`src/sv/msr_pkg.sv`:
```
// shared types and constants of the system-exclusive reassembler
package msr_pkg;

    localparam int MSR_BUFFER_BYTES = 64;
    localparam int LEN_W            = 12;

    // framing bytes
    localparam logic [7:0] SYSEX_START = 8'hF0;
    localparam logic [7:0] SYSEX_END   = 8'hF7;

    // header bytes of the recognized reset messages
    localparam logic [7:0] MFR_ID_GS   = 8'h41;
    localparam logic [7:0] MODEL_GS    = 8'h42;
    localparam logic [7:0] CMD_DT1     = 8'h12;
    localparam logic [7:0] MFR_ID_XG   = 8'h43;
    localparam logic [7:0] MODEL_TG    = 8'h2B;
    localparam logic [7:0] MODEL_XG    = 8'h4C;
    localparam logic [7:0] UNIV_NONRT  = 8'h7E;
    localparam logic [7:0] SUB_GM      = 8'h09;
    localparam logic [7:0] DATA_MAX    = 8'h7F;
    localparam logic [7:0] GS_MODE     = 8'h40;

    typedef struct packed {
        logic             first_of_chunk;
        logic             chunk_is_split;
        logic [LEN_W-1:0] chunk_len;
        logic             has_byte;
        logic [7:0]       data_byte;
    } msr_item_t;

    typedef struct packed {
        logic [7:0] out_byte;
        logic       last_of_message;
        logic       is_reset;
    } msr_result_t;

    // header byte capture request toward the reset detector
    typedef struct packed {
        logic       en;
        logic [3:0] slot;
    } msr_cap_t;

    typedef enum logic [1:0] {
        ST_IDLE,
        ST_READ,
        ST_LOAD,
        ST_HOLD
    } msr_state_t;

endpackage

```
`src/sv/midi_sysex_reassembler_unit.sv`:
```
// top level: chunk bookkeeping, buffer append and message flush sequencer
// flush: when an item completes a message the sequencer passes through
//   ST_READ and ST_LOAD before the first result is valid in ST_HOLD
// throughput: one item per cycle while appending; a flush holds the input
//   until its last byte is taken (ram read, then load, for each byte)
// reset: control state cleared asynchronously; the buffer ram is not cleared,
//   entries are only used after being written, so no clearing pass
module midi_sysex_reassembler_unit
    import msr_pkg::*;
#(
    parameter int BUFFER_BYTES = MSR_BUFFER_BYTES
)
(
    input  logic        clk,
    input  logic        rst_n,
    input  logic        item_valid,
    output logic        item_ready,
    input  msr_item_t   item,
    output logic        result_valid,
    input  logic        result_ready,
    output msr_result_t result
);

    localparam int FW    = $clog2(BUFFER_BYTES);
    localparam int SUM_W = LEN_W + 1;
    localparam logic [SUM_W-1:0] MAX_MSG = SUM_W'(BUFFER_BYTES - 1);

    msr_state_t state_reg;
    msr_state_t state_next;

    // chunk and buffer bookkeeping
    logic [FW-1:0]    fill_reg;
    logic [FW-1:0]    fill_next;
    logic [LEN_W-1:0] rem_reg;
    logic [LEN_W-1:0] rem_next;
    logic             drop_reg;
    logic             drop_next;
    logic [7:0]       tail_reg;      // byte at fill_reg-1, checked for F7
    logic [7:0]       tail_next;

    // flush sequencer
    logic [FW-1:0]    len_reg;
    logic [FW-1:0]    ptr_reg;
    msr_result_t      result_reg;
    msr_result_t      result_next;

    logic             accept;
    logic             flush;
    logic [FW-1:0]    flush_len;     // message length as the flush starts
    logic             take;
    logic             chunk_end;
    logic [FW-1:0]    base;
    logic [SUM_W-1:0] need;
    logic             wr_en;
    logic [FW-1:0]    wr_addr;
    logic             rd_en;
    logic [FW-1:0]    rd_addr;
    logic [7:0]       rd_data;
    logic             ptr_last;
    logic             reset_msg;
    msr_cap_t         cap;

    assign accept   = item_valid && item_ready;
    assign ptr_last = ptr_reg == (len_reg - FW'(1));

    // request processing: chunk open, byte append, end-of-chunk check
    always_comb
    begin
        fill_next = fill_reg;
        rem_next  = rem_reg;
        drop_next = drop_reg;
        tail_next = tail_reg;
        wr_en     = 1'b0;
        wr_addr   = fill_reg;
        take      = 1'b0;
        chunk_end = 1'b0;
        flush     = 1'b0;
        flush_len = fill_reg;
        base      = item.chunk_is_split ? fill_reg : FW'(1);
        need      = {1'b0, item.chunk_len} + SUM_W'(base);
        if (accept)
        begin
            if (item.first_of_chunk)
            begin
                rem_next = item.chunk_len;
                priority if (need > MAX_MSG)
                begin
                    // would overflow: empty the buffer and skip the chunk
                    fill_next = '0;
                    drop_next = 1'b1;
                end
                else if (item.chunk_is_split && fill_reg == '0)
                begin
                    // escape chunk with nothing in progress
                    drop_next = 1'b1;
                end
                else
                begin
                    drop_next = 1'b0;
                    if (!item.chunk_is_split)
                    begin
                        // entry 0 is implied F0 and never written
                        fill_next = FW'(1);
                        tail_next = SYSEX_START;
                    end
                end
                if (item.chunk_len == '0)
                begin
                    chunk_end = 1'b1;
                end
                else
                begin
                    take = item.has_byte;
                end
            end
            else
            begin
                take = item.has_byte;
            end
            if (take && rem_next != '0)
            begin
                if (!drop_next)
                begin
                    wr_en     = 1'b1;
                    wr_addr   = fill_next;
                    tail_next = item.data_byte;
                    fill_next = fill_next + FW'(1);
                end
                rem_next = rem_next - LEN_W'(1);
                if (rem_next == '0)
                begin
                    chunk_end = 1'b1;
                end
            end
            if (chunk_end && !drop_next && fill_next != '0 && tail_next == SYSEX_END)
            begin
                flush     = 1'b1;
                flush_len = fill_next;
                fill_next = '0;
            end
        end
    end

    // next state
    always_comb
    begin
        state_next = state_reg;
        unique case (state_reg)
            ST_IDLE:
            begin
                if (flush)
                begin
                    state_next = ST_READ;
                end
            end
            ST_READ:
            begin
                state_next = ST_LOAD;
            end
            ST_LOAD:
            begin
                state_next = ST_HOLD;
            end
            ST_HOLD:
            begin
                if (result_ready)
                begin
                    state_next = result_reg.last_of_message ? ST_IDLE : ST_LOAD;
                end
            end
            default:
            begin
                state_next = ST_IDLE;
            end
        endcase
    end

    // state outputs: handshake, ram read, header capture
    always_comb
    begin
        item_ready   = 1'b0;
        result_valid = 1'b0;
        rd_en        = 1'b0;
        rd_addr      = ptr_reg;
        cap.en       = 1'b0;
        cap.slot     = ptr_reg[3:0];
        unique case (state_reg)
            ST_IDLE:
            begin
                item_ready = 1'b1;
            end
            ST_READ:
            begin
                rd_en = 1'b1;
            end
            ST_LOAD:
            begin
                cap.en = ptr_reg >= FW'(1) && ptr_reg <= FW'(9);
            end
            ST_HOLD:
            begin
                result_valid = 1'b1;
                // prefetch the next byte as this one leaves
                rd_en   = result_ready && !result_reg.last_of_message;
                rd_addr = ptr_reg + FW'(1);
            end
            default:
            begin
                item_ready = 1'b0;
            end
        endcase
    end

    // result word built from the ram read data
    always_comb
    begin
        result_next.out_byte        = (ptr_reg == '0) ? SYSEX_START : rd_data;
        result_next.last_of_message = ptr_last;
        result_next.is_reset        = ptr_last && reset_msg;
    end

    always_ff @(posedge clk or negedge rst_n)
    begin
        if (!rst_n)
        begin
            state_reg <= ST_IDLE;
            fill_reg  <= '0;
            rem_reg   <= '0;
            drop_reg  <= 1'b0;
            len_reg   <= '0;
            ptr_reg   <= '0;
        end
        else
        begin
            state_reg <= state_next;
            fill_reg  <= fill_next;
            rem_reg   <= rem_next;
            drop_reg  <= drop_next;
            if (flush)
            begin
                len_reg <= flush_len;
                ptr_reg <= '0;
            end
            else if (state_reg == ST_HOLD && result_ready && !result_reg.last_of_message)
            begin
                ptr_reg <= ptr_reg + FW'(1);
            end
        end
    end

    // payload registers
    always_ff @(posedge clk)
    begin
        tail_reg <= tail_next;
        if (state_reg == ST_LOAD)
        begin
            result_reg <= result_next;
        end
    end

    assign result = result_reg;

    msr_mem #(
        .DEPTH (BUFFER_BYTES),
        .AW    (FW)
    ) u_mem (
        .clk     (clk),
        .wr_en   (wr_en),
        .wr_addr (wr_addr),
        .wr_data (item.data_byte),
        .rd_en   (rd_en),
        .rd_addr (rd_addr),
        .rd_data (rd_data)
    );

    msr_rstdet #(
        .NW (FW)
    ) u_rstdet (
        .clk       (clk),
        .cap       (cap),
        .cap_data  (rd_data),
        .msg_len   (len_reg),
        .reset_msg (reset_msg)
    );

    // input is held off for the whole flush
    a_no_input_in_flush: assert property (@(posedge clk) disable iff (!rst_n)
        result_valid |-> !item_ready)
        else $error("input taken during flush");

    // reset flag only ever on the final byte
    a_reset_on_last: assert property (@(posedge clk) disable iff (!rst_n)
        result_valid && result.is_reset |-> result.last_of_message)
        else $error("reset flag off the last byte");

    // every message opens with F0
    a_starts_f0: assert property (@(posedge clk) disable iff (!rst_n)
        result_valid && ptr_reg == '0 |-> result.out_byte == SYSEX_START)
        else $error("message does not start with F0");

    // the buffer never holds more than BUFFER_BYTES-1 bytes
    a_fill_bound: assert property (@(posedge clk) disable iff (!rst_n)
        fill_reg <= FW'(BUFFER_BYTES - 1))
        else $error("fill count overflow");

    // last byte taken ends the flush
    a_flush_done: assert property (@(posedge clk) disable iff (!rst_n)
        result_valid && result_ready && result.last_of_message |=> item_ready)
        else $error("flush did not end after last byte");

endmodule

```
`src/sv/msr_mem.sv`:
```
// message buffer ram, one write port and one registered read port
module msr_mem
    import msr_pkg::*;
#(
    parameter int DEPTH = MSR_BUFFER_BYTES,
    parameter int AW    = $clog2(MSR_BUFFER_BYTES)
)
(
    input  logic          clk,
    input  logic          wr_en,
    input  logic [AW-1:0] wr_addr,
    input  logic [7:0]    wr_data,
    input  logic          rd_en,
    input  logic [AW-1:0] rd_addr,
    output logic [7:0]    rd_data
);

    logic [7:0] mem [DEPTH];

    always_ff @(posedge clk)
    begin
        if (wr_en)
        begin
            mem[wr_addr] <= wr_data;
        end
    end

    always_ff @(posedge clk)
    begin
        if (rd_en)
        begin
            rd_data <= mem[rd_addr];
        end
    end

endmodule

```
`src/sv/msr_rstdet.sv`:
```
// header byte capture and device reset message recognition
module msr_rstdet
    import msr_pkg::*;
#(
    parameter int NW = $clog2(MSR_BUFFER_BYTES)
)
(
    input  logic          clk,
    input  msr_cap_t      cap,
    input  logic [7:0]    cap_data,
    input  logic [NW-1:0] msg_len,
    output logic          reset_msg
);

    // bytes 1 to 9 of the message being flushed
    logic [7:0] hdr_reg [1:9];

    logic gs_ok;
    logic tg_ok;
    logic xg_ok;
    logic gm_ok;

    always_ff @(posedge clk)
    begin
        if (cap.en)
        begin
            hdr_reg[cap.slot] <= cap_data;
        end
    end

    always_comb
    begin
        gs_ok = hdr_reg[1] == MFR_ID_GS && hdr_reg[3] == MODEL_GS &&
                hdr_reg[4] == CMD_DT1 && msg_len == NW'(11) &&
                (((hdr_reg[5] == 8'h00) && (hdr_reg[6] == 8'h00) &&
                  (hdr_reg[7] == DATA_MAX) &&
                  (((hdr_reg[8] == 8'h00) && (hdr_reg[9] == 8'h01)) ||
                   ((hdr_reg[8] == 8'h01) && (hdr_reg[9] == 8'h00)))) ||
                 ((hdr_reg[5] == GS_MODE) && (hdr_reg[6] == 8'h00) &&
                  (hdr_reg[7] == DATA_MAX) && (hdr_reg[8] == 8'h00) &&
                  (hdr_reg[9] == MFR_ID_GS)));
        tg_ok = hdr_reg[1] == MFR_ID_XG && hdr_reg[3] == MODEL_TG &&
                msg_len == NW'(10) && hdr_reg[4] == 8'h00 &&
                hdr_reg[5] == 8'h00 && hdr_reg[6] == DATA_MAX &&
                hdr_reg[7] == 8'h00 && hdr_reg[8] == 8'h01;
        xg_ok = hdr_reg[1] == MFR_ID_XG && hdr_reg[3] == MODEL_XG &&
                msg_len == NW'(9) && hdr_reg[4] == 8'h00 &&
                hdr_reg[5] == 8'h00 &&
                (hdr_reg[6] == UNIV_NONRT || hdr_reg[6] == DATA_MAX) &&
                hdr_reg[7] == 8'h00;
        gm_ok = hdr_reg[1] == UNIV_NONRT && hdr_reg[3] == SUB_GM &&
                msg_len == NW'(6) &&
                (hdr_reg[4] == 8'h01 || hdr_reg[4] == 8'h02 ||
                 hdr_reg[4] == 8'h03);
        reset_msg = gs_ok || tg_ok || xg_ok || gm_ok;
    end

endmodule
```
`config.mk`:
```
export PLATFORM = sky130hd
export DESIGN_NAME = midi_sysex_reassembler_unit
export DESIGN_NICKNAME = d
export VERILOG_FILES = /design/src/sv/msr_pkg.sv /design/src/sv/midi_sysex_reassembler_unit.sv /design/src/sv/msr_mem.sv /design/src/sv/msr_rstdet.sv
export SDC_FILE = /design/constraint.sdc
export NUM_CORES = 1
export LEC_CHECK = 0
export ABC_CLOCK_PERIOD_IN_PS = 9000
export BUFFER_PORTS_ARGS = -buffer_cell sky130_fd_sc_hd__buf_2
export CAP_MARGIN = 25
export CORE_MARGIN = 5
export CORE_UTILIZATION = 30
export DETAILED_ROUTE_END_ITERATION = 7
export PLACE_DENSITY = 0.46
export RECOVER_POWER = 50
export SLEW_MARGIN = 10
export SYNTH_ARGS = -nofsm -noshare
export SYNTH_HDL_FRONTEND = slang
export SYNTH_SLANG_ARGS = --single-unit
```
`constraint.sdc`:
```
create_clock -name clk -period 9 [get_ports clk]
set_input_delay 0.9 -clock clk [delete_from_list [all_inputs] [get_ports clk]]
set_output_delay 0.9 -clock clk [all_outputs]
set_load 0.05 [all_outputs]
```
==> impl_metrics.env <==
export IMPL_hold_violations=0
export IMPL_relSlewSlack_pct=-160
export IMPL_drc=0
export IMPL_cts_htree_levels=3
export IMPL_syn_area_per_cell_um2=18.8
export IMPL_cp_arrival_ns=5.72
export IMPL_synth_seq_area_share_pct=72.1
export IMPL_cts_sinks=635
export IMPL_fin_tns_setup_ns=0
export IMPL_clk_pin_slew_ns=0.06
export IMPL_layoutNonFillerInstCount=2689
export IMPL_drtIter0Drc=1156
export IMPL_dr_pass1_iters=5
export IMPL_cts_root_buf="clkbuf_16"
export IMPL_cap_violations=10
export IMPL_yosysTopAreaCell="edfxtp_1"
export IMPL_synth_top_cell_area_share_pct=68.9
export IMPL_fmax_mhz=182
export IMPL_clockBufferDepth=3
export IMPL_setup_worst_path_end_class="flip-flop"
export IMPL_skew_ns=0.0225
export IMPL_die_h_um=306
export IMPL_syn_inst=1398
export IMPL_rows=108
export IMPL_insertedDiodeCount=0
export IMPL_largest_reg_flops=512
export IMPL_finalSetupViolCount=0
export IMPL_worst_pin_slew_ns=3.90
export IMPL_dp_hpwl_um=42400
export IMPL_post_drt_wl_per_cell_um=25.2
export IMPL_synth_ff_type="edfxtp_1"
export IMPL_cts_repair_resized=0
export IMPL_antenna_found_initial=2
export IMPL_criticalPathCategory="flip-flop to flip-flop"
export IMPL_nets=1523
export IMPL_die_w_um=306
export IMPL_cpPeakStageDelay_ns=0.85
export IMPL_post_cts_setup_buffers=0
export IMPL_cts_tree="done"
export IMPL_fin_crit_ns=5.49
export IMPL_finalCritPeriodShare_pct=60.9
export IMPL_dieArea_mm2=0.0934
export IMPL_synth_edf_count=602
export IMPL_synthAdderAreaFrac_pct=0.888
export IMPL_io_pins=39
export IMPL_grt_pass1_vias=14100
export IMPL_antenna_left=0
export IMPL_cts_inserted_buffers=72
export IMPL_synth_xor_area_share_pct=1.27
export IMPL_place_port_buffers=38
export IMPL_synth_compound_area_share_pct=2.80
export IMPL_peakVddDrop_mv=0.277
export IMPL_maxSlewViolCount=568
export IMPL_crit_chain="inv_1 -> nor2_1 -> ha_1 -> mux2_2 -> o32a_1 -> a311oi_1 -> o21a_2 -> a41o_2 -> nand2_1 -> nor3_2 -> nand3_1 -> nor2_1"
export IMPL_grt_first_pass_wirelength_um=100000
export IMPL_yosys_area_share_simple_pct=6.39
export IMPL_gp_congestion=0.799
export IMPL_cp_required_ns=9.23
export IMPL_viasPerCell=5.02
export IMPL_holdCritPathClass="flip-flop to flip-flop"
export IMPL_violations="capacitance limit, slew limit"
export IMPL_syn_area_mm2=0.0262
export IMPL_synth_top_cells_by_area="edfxtp_1 (69%), mux4_2 (14%), dfrtp_1 (3.1%)"
export IMPL_core_area_mm2=0.0868
export IMPL_vias=13500
export IMPL_cellLeakagePower_nw=9.45
export IMPL_grt_max_degree=87
export IMPL_grt_overflow=0
export IMPL_grt_usage_pct=14.4
export IMPL_wirelength_um=67800
export IMPL_synthMuxAreaShare_pct=15.1
export IMPL_ys_warn_count=0
export IMPL_ys_seq_elements=635
export IMPL_insertion_delay_ns=0.62
export IMPL_rsz0062_at_grt="no"
export IMPL_slowest_stage="nor2_1"
export IMPL_crit_buf_inv=1
export IMPL_critPathTopFamily="simple AND/OR/NAND/NOR gates"
export IMPL_initial_core_util_pct=30.2
export IMPL_critPathMostFrequentCell="nor2_1"
export IMPL_syn_to_final_growth_pct=15.1
export IMPL_power_density_mw_per_mm2=359
export IMPL_cts_hold_fix_buffers=0
export IMPL_async_flop_share_pct=5.20
export IMPL_dp_cells=2559
export IMPL_layout_drive_gt1_share_pct=23.2
export IMPL_worstPathMaxFanout=15
export IMPL_synth_cell_type_count=74
export IMPL_synth_top_family_by_area="multiplexers"
export IMPL_status="finished, violations left"
export IMPL_syn_num_nets=1443
export IMPL_worstSetupStartpointType="flip-flop"
where the power goes:
| part | total [mW] | switching, mW | internal (mW) |
|---|---|---|---|
| clock network | 2.96 | 1.19 | 1.77 |
| registers | 3.65 | 0.185 | 3.47 |
| logic | 4.21 | 2.25 | 1.96 |
synth_stat cells, drive strengths merged (8+ instances only):
cell and instances:
a21oi 16, and2 10, buf 30, clkbuf 27, dfrtp 33, edfxtp 602
ha 17, inv 28, mux2i 12, mux4 168, nand2 63, nand2b 8
nand3 33, nand4 13, nor2 117, nor3 20, nor4 22, o21ai 43
o22ai 9, xnor2 24, xor2 14
cells by family (layout without fill, tap and decap cells):
group / Yosys count / after routing
flip-flops: 635 / 635
multiplexers: 185 / 185
AND/OR/NAND/NOR: 331 / 331
adder cells (fa/ha/maj): 18 / 18
XOR/XNOR: 38 / 38
AO/OA/AOI/OAI: 106 / 106
buffers and inverters: 85 / 221
cell usage in the layout, fill, tap and decap left out, types with 6 or more instances in the layout:
| cell | synthesis | layout |
|---|---|---|
| a21oi_1 | 16 | 15 |
| and2_1 | 10 | 10 |
| and3_1 | 6 | 6 |
| buf_2 | 17 | 36 |
| buf_4 | 0 | 12 |
| bufinv_16 | 0 | 10 |
| clkbuf_1 | 27 | 24 |
| clkbuf_16 | 0 | 72 |
| clkinv_1 | 0 | 15 |
| clkinv_2 | 0 | 9 |
| clkinvlp_4 | 0 | 6 |
| dfrtp_1 | 33 | 33 |
| edfxtp_1 | 602 | 602 |
| ha_1 | 17 | 17 |
| inv_1 | 27 | 27 |
| mux2i_1 | 11 | 10 |
| mux4_2 | 168 | 168 |
| nand2_1 | 63 | 63 |
| nand2b_1 | 8 | 8 |
| nand3_1 | 31 | 31 |
| nand4_1 | 13 | 13 |
| nor2_1 | 117 | 117 |
| nor2b_1 | 7 | 7 |
| nor3_1 | 19 | 19 |
| nor4_1 | 19 | 19 |
| nor4b_1 | 6 | 6 |
| o21ai_0 | 36 | 36 |
| o22ai_1 | 8 | 8 |
| xnor2_1 | 24 | 22 |
| xor2_1 | 14 | 13 |
metrics by stage:
| stage | util (%) | cell area (um2) | total power, mW | worst slack (ns) | hold WS [ns] |
|---|---|---|---|---|---|
| after detailed placement | 32.1 | 27800 | 8.04 | 3.07 | 0.502 |
| after floorplan | - | 26200 | 6.57 | 4.15 | 0.449 |
| after global placement | 32.1 | 27800 | 8.03 | 3.22 | 0.493 |
| final | 34.8 | 30200 | 10.8 | 3.51 | 0.507 |
| after global routing | 34.8 | 30200 | 11.3 | 3.26 | 0.558 |
| after CTS | 34.9 | 30200 | 11.0 | 3.56 | 0.375 |
path summary, 6_finish.rpt:
kind / to / slack, ns / depth (start not counted) / start
max in group asynchronous: state_reg[0]$_DFFE_PN0P_ / 7.10 / 1 / rst_n
max reg2reg: u_mem.mem[46][1]$_DFFE_PP_ / 3.51 / 12 / fill_reg[5]$_DFFE_PN0P_
min: rem_reg[0]$_DFFE_PN0P_ / 0.51 / 2 / rem_reg[0]$_DFFE_PN0P_
min reg2reg: rem_reg[0]$_DFFE_PN0P_ / 0.51 / 2 / rem_reg[0]$_DFFE_PN0P_
max: u_mem.mem[46][1]$_DFFE_PP_ / 3.51 / 12 / fill_reg[5]$_DFFE_PN0P_
min in group asynchronous: rem_reg[4]$_DFFE_PN0P_ / 0.80 / 1 / rst_n
cell type report:
class,count,area [um2]
multi-input combinational,678,7000
inverter,28,105
clock buffer,82,1840
timing repair buffer,63,343
tap,1155,1450
sequential,635,18900
fill,8153,56600
clock inverter,48,549
layer usage:
layer / vias up / share of wire (%) / track usage, %
li1: 5860 / - / -
met1: 7150 / 45 / 19.9
met2: 404 / 49 / 23.9
met3: 93 / 4.3 / 2.30
met4: 0 / 2.2 / 3.53
met5: - / 0 / 0
worst register-to-register path, delay by kind of cell, from the launching register on:
family          cells  cell delay [ns]
fa+ha+maj           1             0.42
buf+inv             1             0.29
simple gates        5             2.51
mux                 1             0.37
flops               1             0.44
compound gates      4             1.09
Note: power is estimated with default switching activity, not from simulation.
